--- src/lgc_pkg.sv ---
// Shared types and constants for the glyph block cache.
// No dependencies; imported by lgc_cell and lru_glyph_block_cache.
`default_nettype none
package lgc_pkg;

  localparam int ENTRIES = 32;
  localparam int IDX_W   = $clog2(ENTRIES);
  localparam int CODE_W  = 16;
  localparam int LEN_W   = 12;
  localparam int SLOT_W  = 5;

  localparam logic [IDX_W-1:0] RANK_MRU = IDX_W'(ENTRIES - 1);
  localparam logic [LEN_W-1:0] BLOCK_SIZE_RST = {LEN_W{1'b1}};

  localparam logic ACT_LOOKUP = 1'b0;
  localparam logic ACT_WRITE  = 1'b1;

  typedef enum logic [1:0] {
    ST_HIT     = 2'd0,
    ST_MISS    = 2'd1,
    ST_WRITTEN = 2'd2,
    ST_REJECT  = 2'd3
  } status_t;

  // command under evaluation, broadcast to every cell
  typedef struct packed {
    logic              wr;
    logic [CODE_W-1:0] code;
  } cell_cmd_t;

  // update broadcast, valid in the cycle the command executes
  typedef struct packed {
    logic             en;
    logic [IDX_W-1:0] sel_rank;
    logic [LEN_W-1:0] length;
  } cell_upd_t;

  // selected-slot data carried from cell to cell along the row
  typedef struct packed {
    logic              any;
    logic [SLOT_W-1:0] slot;
    logic [IDX_W-1:0]  rank;
    logic [LEN_W-1:0]  length;
  } cell_chain_t;

endpackage
`default_nettype wire

--- src/lgc_cell.sv ---
// One cache slot: tag, length, valid mark and recency rank.
// Depends on lgc_pkg; instantiated in a row by lru_glyph_block_cache.
`default_nettype none
module lgc_cell
  import lgc_pkg::*;
(
  input  wire logic             clk,
  input  wire logic             rst_n,
  input  wire logic [IDX_W-1:0] idx,
  input  wire cell_cmd_t        cmd,
  input  wire cell_upd_t        upd,
  input  wire cell_chain_t      chain_in,
  output cell_chain_t           chain_out,
  output logic                  sel
);

  logic [CODE_W-1:0] tag_r;
  logic [LEN_W-1:0]  len_r;
  logic              valid_r;
  logic [IDX_W-1:0]  rank_r;
  logic              match;

  // compare tag; a write selects the least recent slot
  always_comb begin
    match = valid_r && (tag_r == cmd.code);
    sel   = cmd.wr ? (rank_r == '0) : match;
  end

  // merge this slot into the data handed to the next cell
  always_comb begin
    chain_out = chain_in;
    if (sel) begin
      chain_out.any    = 1'b1;
      chain_out.slot   = chain_in.slot | SLOT_W'(idx);
      chain_out.rank   = chain_in.rank | rank_r;
      chain_out.length = chain_in.length | len_r;
    end
  end

  // advance recency; on a write, drop older copies of the same code
  always_ff @(posedge clk) begin
    if (!rst_n) begin
      valid_r <= 1'b0;
      rank_r  <= idx;
    end else if (upd.en) begin
      if (sel) begin
        rank_r <= RANK_MRU;
        if (cmd.wr) begin
          valid_r <= 1'b1;
        end
      end else begin
        if (rank_r > upd.sel_rank) begin
          rank_r <= rank_r - IDX_W'(1);
        end
        if (cmd.wr && match) begin
          valid_r <= 1'b0;
        end
      end
    end
  end

  // hold tag and length of a written slot
  always_ff @(posedge clk) begin
    if (upd.en && sel && cmd.wr) begin
      tag_r <= cmd.code;
      len_r <= upd.length;
    end
  end

endmodule
`default_nettype wire

--- src/lru_glyph_block_cache.sv ---
// A result is offered once its item has gone from the command register to the output
// register, or later under out_stall. No new item is taken while one is held in the
// command register; the held item makes a single update pass over the row of slot cells.
// Reset: all slots invalid, recency rank equal to slot index (slot 0 oldest),
// block size 4095. No clearing pass; the first item is taken right after reset.
// Top level of the glyph block cache; depends on lgc_pkg and lgc_cell.
`default_nettype none
module lru_glyph_block_cache
  import lgc_pkg::*;
(
  input  wire logic              clk,
  input  wire logic              rst_n,
  input  wire logic              in_valid,
  output logic                   in_stall,
  input  wire logic              in_action,
  input  wire logic [CODE_W-1:0] in_code,
  input  wire logic [LEN_W-1:0]  in_length,
  output logic                   out_valid,
  input  wire logic              out_stall,
  output logic [1:0]             out_status,
  output logic [SLOT_W-1:0]      out_slot,
  output logic [LEN_W-1:0]       out_stored_length,
  input  wire logic              cfg_valid,
  output logic                   cfg_ready,
  input  wire logic [LEN_W-1:0]  cfg_block_size
);

  logic              busy_r;
  logic              act_r;
  logic [CODE_W-1:0] code_r;
  logic [LEN_W-1:0]  len_r;
  logic [LEN_W-1:0]  block_size_r;

  logic              out_valid_r;
  status_t           status_r;
  logic [SLOT_W-1:0] slot_r;
  logic [LEN_W-1:0]  stored_len_r;

  logic              exec;
  logic              reject;
  cell_cmd_t         cmd;
  cell_upd_t         upd;
  cell_chain_t       chain [ENTRIES+1];
  logic [ENTRIES-1:0] sel_vec;

  assign in_stall  = busy_r;
  assign cfg_ready = 1'b1;
  assign out_valid = out_valid_r;
  assign out_status = status_r;
  assign out_slot = slot_r;
  assign out_stored_length = stored_len_r;

  // execute when the output register is free or being emptied
  always_comb begin
    exec   = busy_r && !(out_valid_r && out_stall);
    reject = (act_r == ACT_WRITE) && (len_r > block_size_r);
    cmd.wr   = (act_r == ACT_WRITE);
    cmd.code = code_r;
    upd.en       = exec && (cmd.wr ? !reject : chain[ENTRIES].any);
    upd.sel_rank = chain[ENTRIES].rank;
    upd.length   = len_r;
  end

  assign chain[0] = '0;

  // row of slot cells
  for (genvar i = 0; i < ENTRIES; i++) begin : g_cell
    lgc_cell u_cell (
      .clk       (clk),
      .rst_n     (rst_n),
      .idx       (IDX_W'(i)),
      .cmd       (cmd),
      .upd       (upd),
      .chain_in  (chain[i]),
      .chain_out (chain[i+1]),
      .sel       (sel_vec[i])
    );
  end

  // hold the accepted command until it executes
  always_ff @(posedge clk) begin
    if (!rst_n) begin
      busy_r <= 1'b0;
    end else if (in_valid && !in_stall) begin
      busy_r <= 1'b1;
    end else if (exec) begin
      busy_r <= 1'b0;
    end
  end

  always_ff @(posedge clk) begin
    if (in_valid && !in_stall) begin
      act_r  <= in_action;
      code_r <= in_code;
      len_r  <= in_length;
    end
  end

  // configuration register
  always_ff @(posedge clk) begin
    if (!rst_n) begin
      block_size_r <= BLOCK_SIZE_RST;
    end else if (cfg_valid && cfg_ready) begin
      block_size_r <= cfg_block_size;
    end
  end

  // output register: load on execute, drop on transfer
  always_ff @(posedge clk) begin
    if (!rst_n) begin
      out_valid_r <= 1'b0;
    end else if (exec) begin
      out_valid_r <= 1'b1;
    end else if (!out_stall) begin
      out_valid_r <= 1'b0;
    end
  end

  always_ff @(posedge clk) begin
    if (exec) begin
      if (cmd.wr) begin
        if (reject) begin
          status_r     <= ST_REJECT;
          slot_r       <= '0;
          stored_len_r <= '0;
        end else begin
          status_r     <= ST_WRITTEN;
          slot_r       <= chain[ENTRIES].slot;
          stored_len_r <= len_r;
        end
      end else if (chain[ENTRIES].any) begin
        status_r     <= ST_HIT;
        slot_r       <= chain[ENTRIES].slot;
        stored_len_r <= chain[ENTRIES].length;
      end else begin
        status_r     <= ST_MISS;
        slot_r       <= '0;
        stored_len_r <= '0;
      end
    end
  end

  // at most one slot holds a valid copy of any code
  a_hit_unique: assert property (@(posedge clk) disable iff (!rst_n)
    (busy_r && !cmd.wr) |-> $onehot0(sel_vec))
    else $error("several slots match one code");

  // exactly one slot is least recent
  a_victim_one: assert property (@(posedge clk) disable iff (!rst_n)
    (busy_r && cmd.wr) |-> $onehot(sel_vec))
    else $error("recency ranks do not hold a single oldest slot");

  // an executed command always leaves a result
  a_exec_out: assert property (@(posedge clk) disable iff (!rst_n)
    exec |=> out_valid_r)
    else $error("executed command produced no result");

  // a result only appears after a command was pending
  a_out_src: assert property (@(posedge clk) disable iff (!rst_n)
    $rose(out_valid_r) |-> $past(busy_r))
    else $error("result without a pending command");

endmodule
`default_nettype wire

--- config.mk ---
export PLATFORM = sky130hd
export DESIGN_NAME = lru_glyph_block_cache
export DESIGN_NICKNAME = d
export VERILOG_FILES = /design/src/lgc_pkg.sv /design/src/lgc_cell.sv /design/src/lru_glyph_block_cache.sv
export SDC_FILE = /design/constraint.sdc
export NUM_CORES = 2
export LEC_CHECK = 0
export ABC_AREA = 0
export BUFFER_PORTS_ARGS = -buffer_cell sky130_fd_sc_hd__buf_2
export CAP_MARGIN = 0
export CORE_MARGIN = 3
export CORE_UTILIZATION = 40
export DETAILED_ROUTE_END_ITERATION = 12
export PLACE_DENSITY_LB_ADDON = 0.12
export SLEW_MARGIN = 40
export SYNTH_ARGS = -nofsm -noshare
export SYNTH_HDL_FRONTEND = slang
export SYNTH_SLANG_ARGS = --single-unit
--- constraint.sdc ---
create_clock -name clk -period 13.6 [get_ports clk]
set_input_delay 1.36 -clock clk [delete_from_list [all_inputs] [get_ports clk]]
set_output_delay 1.36 -clock clk [all_outputs]
set_load 0.005 [all_outputs]
==> metrics <==
CTS buffer count=133; skew final=0.0272 ns; global-route wire length before repair=248 mm; Gate power share=17.0%; DR WL met2=77.5 mm; Avg Cell Area, Syn=13.0 sq um; sequential area share after synthesis=61.9%; share of layout cells above drive strength 1=11.6%; Clock Latency Late Sink=0.77 ns; Clock transition at path regs=0.06 ns; Req. time, crit path=14.20 ns; Detail Placement HPWL=108 mm; post-synth cell types=80; total gr overflow=0; Syn Nets=4,279; Switching Fraction=28.6%; design area=59,600 sq um; Multi-input gate area=18,600 sq um; Max Root-Sink Buffers=3; flops & latches, synth=1,150; max-slew violation count=0; DIE HEIGHT=368 um; Tcrit/Tclk final=54.6%; uppermost layer routed=met4; clk sinks=1,150; register area=32,500 sq um; DR vias/cell=5.83; postcts setup bufs=0; vias in the first global route=33,935; Psw=2.59 mW; CTS H-tree depth=4; Worst Path Max Fanout=30; DR vias=35,136; ys flop type=edfxtp_1; initial antenna violation count=7; Crit Path Class=reg -> reg; WL met3=12.4 mm; Slew headroom=40.4%; TNS Setup=0 ns; CP Launch Type=register; Seq pwr share=44.4%; synthesized cell area=52,400 sq um; Site Rows=132; 1st-iter DRT viols=3,885; DP Area=55,300 sq um; CTS Hold Buffers Added=0; gpl congestion=0.934; Hold Path Class=reg -> reg; largest net degree at the start of global routing=77; P_leak=20.4 nW; port bufs=66; status=complete, no violations; initial core utilization=40.4%; final-report hold violation count=0; number of cells upsized or downsized after cts=0; RSZ-0062 raised after global routing=false; Yosys warnings=0; Chip Width=368 um; GRT Resource Usage Total=25.2%; die area=135,000 sq um; TritonCTS clock tree=done; Achievable Freq=135 MHz; clock root cell=clkbuf_16; Setup crit end kind=register; EDFF count, synth=944; async set-reset flop share out of synthesis=0%; Worst Tran Pin Value=0.885 ns; Crit path arrival time=8.02 ns; NumNets Final=4,428; drt wl/cell=28.6 um; internal power=6.47 mW; drt pass-1 iters=6; I/O pins=68; DRT antenna net count=0; drt drc=0; CORE AREA=130,000 sq um; Routed WL=172 mm; Metal-1 WL=76.8 mm; Clk pwr share=38.6%; Final setup violation count=0; cell count after synthesis=4,028; area grow syn2layout=13.6%; Peak supply drop=0.000123 V; PwrDens=152 nW/um^2; max-cap viol count=0; fillers=11,922; Final min period=7.43 ns
-- final cells by class --
| cell class | instances | area share, % |
|---|---|---|
| antenna | 3 | 0.0126 |
| clock buffer | 180 | 6.02 |
| clock inverter | 60 | 1.08 |
| inverter | 156 | 0.987 |
| multi-input combinational | 2522 | 31.2 |
| sequential | 1150 | 54.5 |
| tap | 1742 | 3.66 |
| timing repair buffer | 214 | 2.48 |
-- placed cells by master, fill, tap and decap left out, types with 18 or more instances in the layout --
cell type	count
a222oi_1	33
o22ai_1	23
inv_1	155
dfxtp_1	206
o21a_1	42
o31ai_1	25
a21o_1	22
clkinv_2	20
nand4_1	139
xor2_1	227
buf_2	65
a22o_1	46
nand2_1	191
or2_2	18
a211oi_1	30
ha_1	205
a21oi_1	164
edfxtp_1	944
a31oi_1	33
clkbuf_1	40
buf_4	145
nor3b_1	19
a311oi_1	37
nor2_1	129
o21ai_0	111
and3_1	19
a22oi_1	113
nand2b_1	40
nor3_1	75
a221oi_1	55
nand3_1	57
nor2b_1	52
xnor2_1	282
nor4_1	84
clkbuf_16	134
-- path summary, 6_finish.rpt --
path | startpoint | endpoint | slack [ns] | cells after the start
max | code_r[13] | g_cell[18].u_cell.rank_r[4] | 6.17 | 22
min | g_cell[11].u_cell.valid_r | g_cell[11].u_cell.valid_r | 0.46 | 2
max reg2reg | code_r[13] | g_cell[18].u_cell.rank_r[4] | 6.17 | 22
min reg2reg | g_cell[11].u_cell.valid_r | g_cell[11].u_cell.valid_r | 0.46 | 2
-- worst max-delay path: stages, from the launching register on --
cell and delay, ns:
edfxtp_1 0.61, buf_4 0.51, buf_4 0.42, xor2_1 0.41, nor4_1 0.16, nand4_1 0.42
nor2_1 0.27, a22o_1 0.25, a221oi_1 0.21, nand4_1 0.16, a221o_1 0.34, nor3_2 0.71
buf_4 0.58, ha_1 0.34, o21a_1 0.11, o21ai_0 0.17, nand2b_1 0.08, a21oi_1 0.15
a31oi_1 0.12, o21ai_0 0.54, o21ai_0 0.35, a21oi_1 0.21, o21ai_0 0.10
-- Yosys cell counts, drive strengths merged (22+ instances only) --
| master | number | share of area (%) |
|---|---|---|
| edfxtp | 944 | 54 |
| xnor2 | 282 | 4.7 |
| xor2 | 227 | 3.8 |
| dfxtp | 206 | 7.9 |
| ha | 205 | 4.9 |
| nand2 | 191 | 1.4 |
| a21oi | 165 | 1.6 |
| inv | 156 | 1.1 |
| nand4 | 139 | 1.7 |
| nor2 | 135 | 0.97 |
| o21ai | 130 | 1.2 |
| a22oi | 113 | 1.6 |
| clkbuf | 105 | 0.75 |
| buf | 95 | 1.3 |
| nor3 | 89 | 0.87 |
| nor4 | 86 | 1.0 |
| nand3 | 57 | 0.54 |
| a221oi | 56 | 0.94 |
| nor2b | 53 | 0.63 |
| a22o | 46 | 0.77 |
| o21a | 42 | 0.60 |
| nand2b | 40 | 0.48 |
| o31ai | 38 | 0.67 |
| a311oi | 37 | 0.62 |
| a222oi | 33 | 0.63 |
| a31oi | 33 | 0.39 |
| a211oi | 31 | 0.45 |
| a21o | 24 | 0.34 |
| o22ai | 23 | 0.27 |
| nor3b | 22 | 0.34 |
-- kinds of logic (layout without fill, tap and decap cells) --
family	Yosys count	after routing	synth area share [%]
AO/OA/AOI/OAI	850	850	11.5
XOR/XNOR	509	509	8.50
adder cells (fa/ha/maj)	205	205	4.89
buffers and inverters	356	610	3.21
flip-flops	1150	1150	61.9
multiplexers	5	5	0.0955
other	1	4	0.00715
AND/OR/NAND/NOR	952	952	9.87
-- power by group through the flow --
stage	Clock (mW)	Combinational, mW	Sequential (mW)
after detailed placement	0	1.52	4.09
after global placement	0	1.51	4.10
final	3.50	1.54	4.02
after CTS	3.56	1.53	4.02
after floorplan	0	1.03	4.06
after global routing	3.70	1.72	4.03
-- metal layers --
| layer | global-route usage [%] | vias to the layer above |
|---|---|---|
| met2 | 39.2 | 1347 |
| met1 | 35.5 | 17757 |
| met3 | 4.65 | 267 |
| li1 | - | 15765 |
| met4 | 8.52 | 0 |
| met5 | 0 | - |
-- registers in the layout, indices dropped and copies added, names as in the netlist --
register               cells
out_slot                   5
act_r                      1
len_r                     12
in_stall                   1
code_r                    16
out_stored_length         12
out_status                 2
block_size_r              12
g_cell.u_cell.len_r      384
g_cell.u_cell.rank_r     160
out_valid                  1
g_cell.u_cell.valid_r     32
g_cell.u_cell.tag_r      512
-- stage by stage --
stage	cells	total power, mW	setup WS (ns)	hold WS, ns	util [%]
after floorplan	4028	5.09	4.66	0.424	-
after detailed placement	5783	5.62	6.40	0.454	42.6
final	6027	9.06	6.17	0.463	45.9
after global placement	5781	5.60	6.34	0.451	42.5
after global routing	6024	9.45	5.97	0.485	45.9
after CTS	6023	9.11	6.37	0.462	45.9
(Power assumes the default switching activity.)
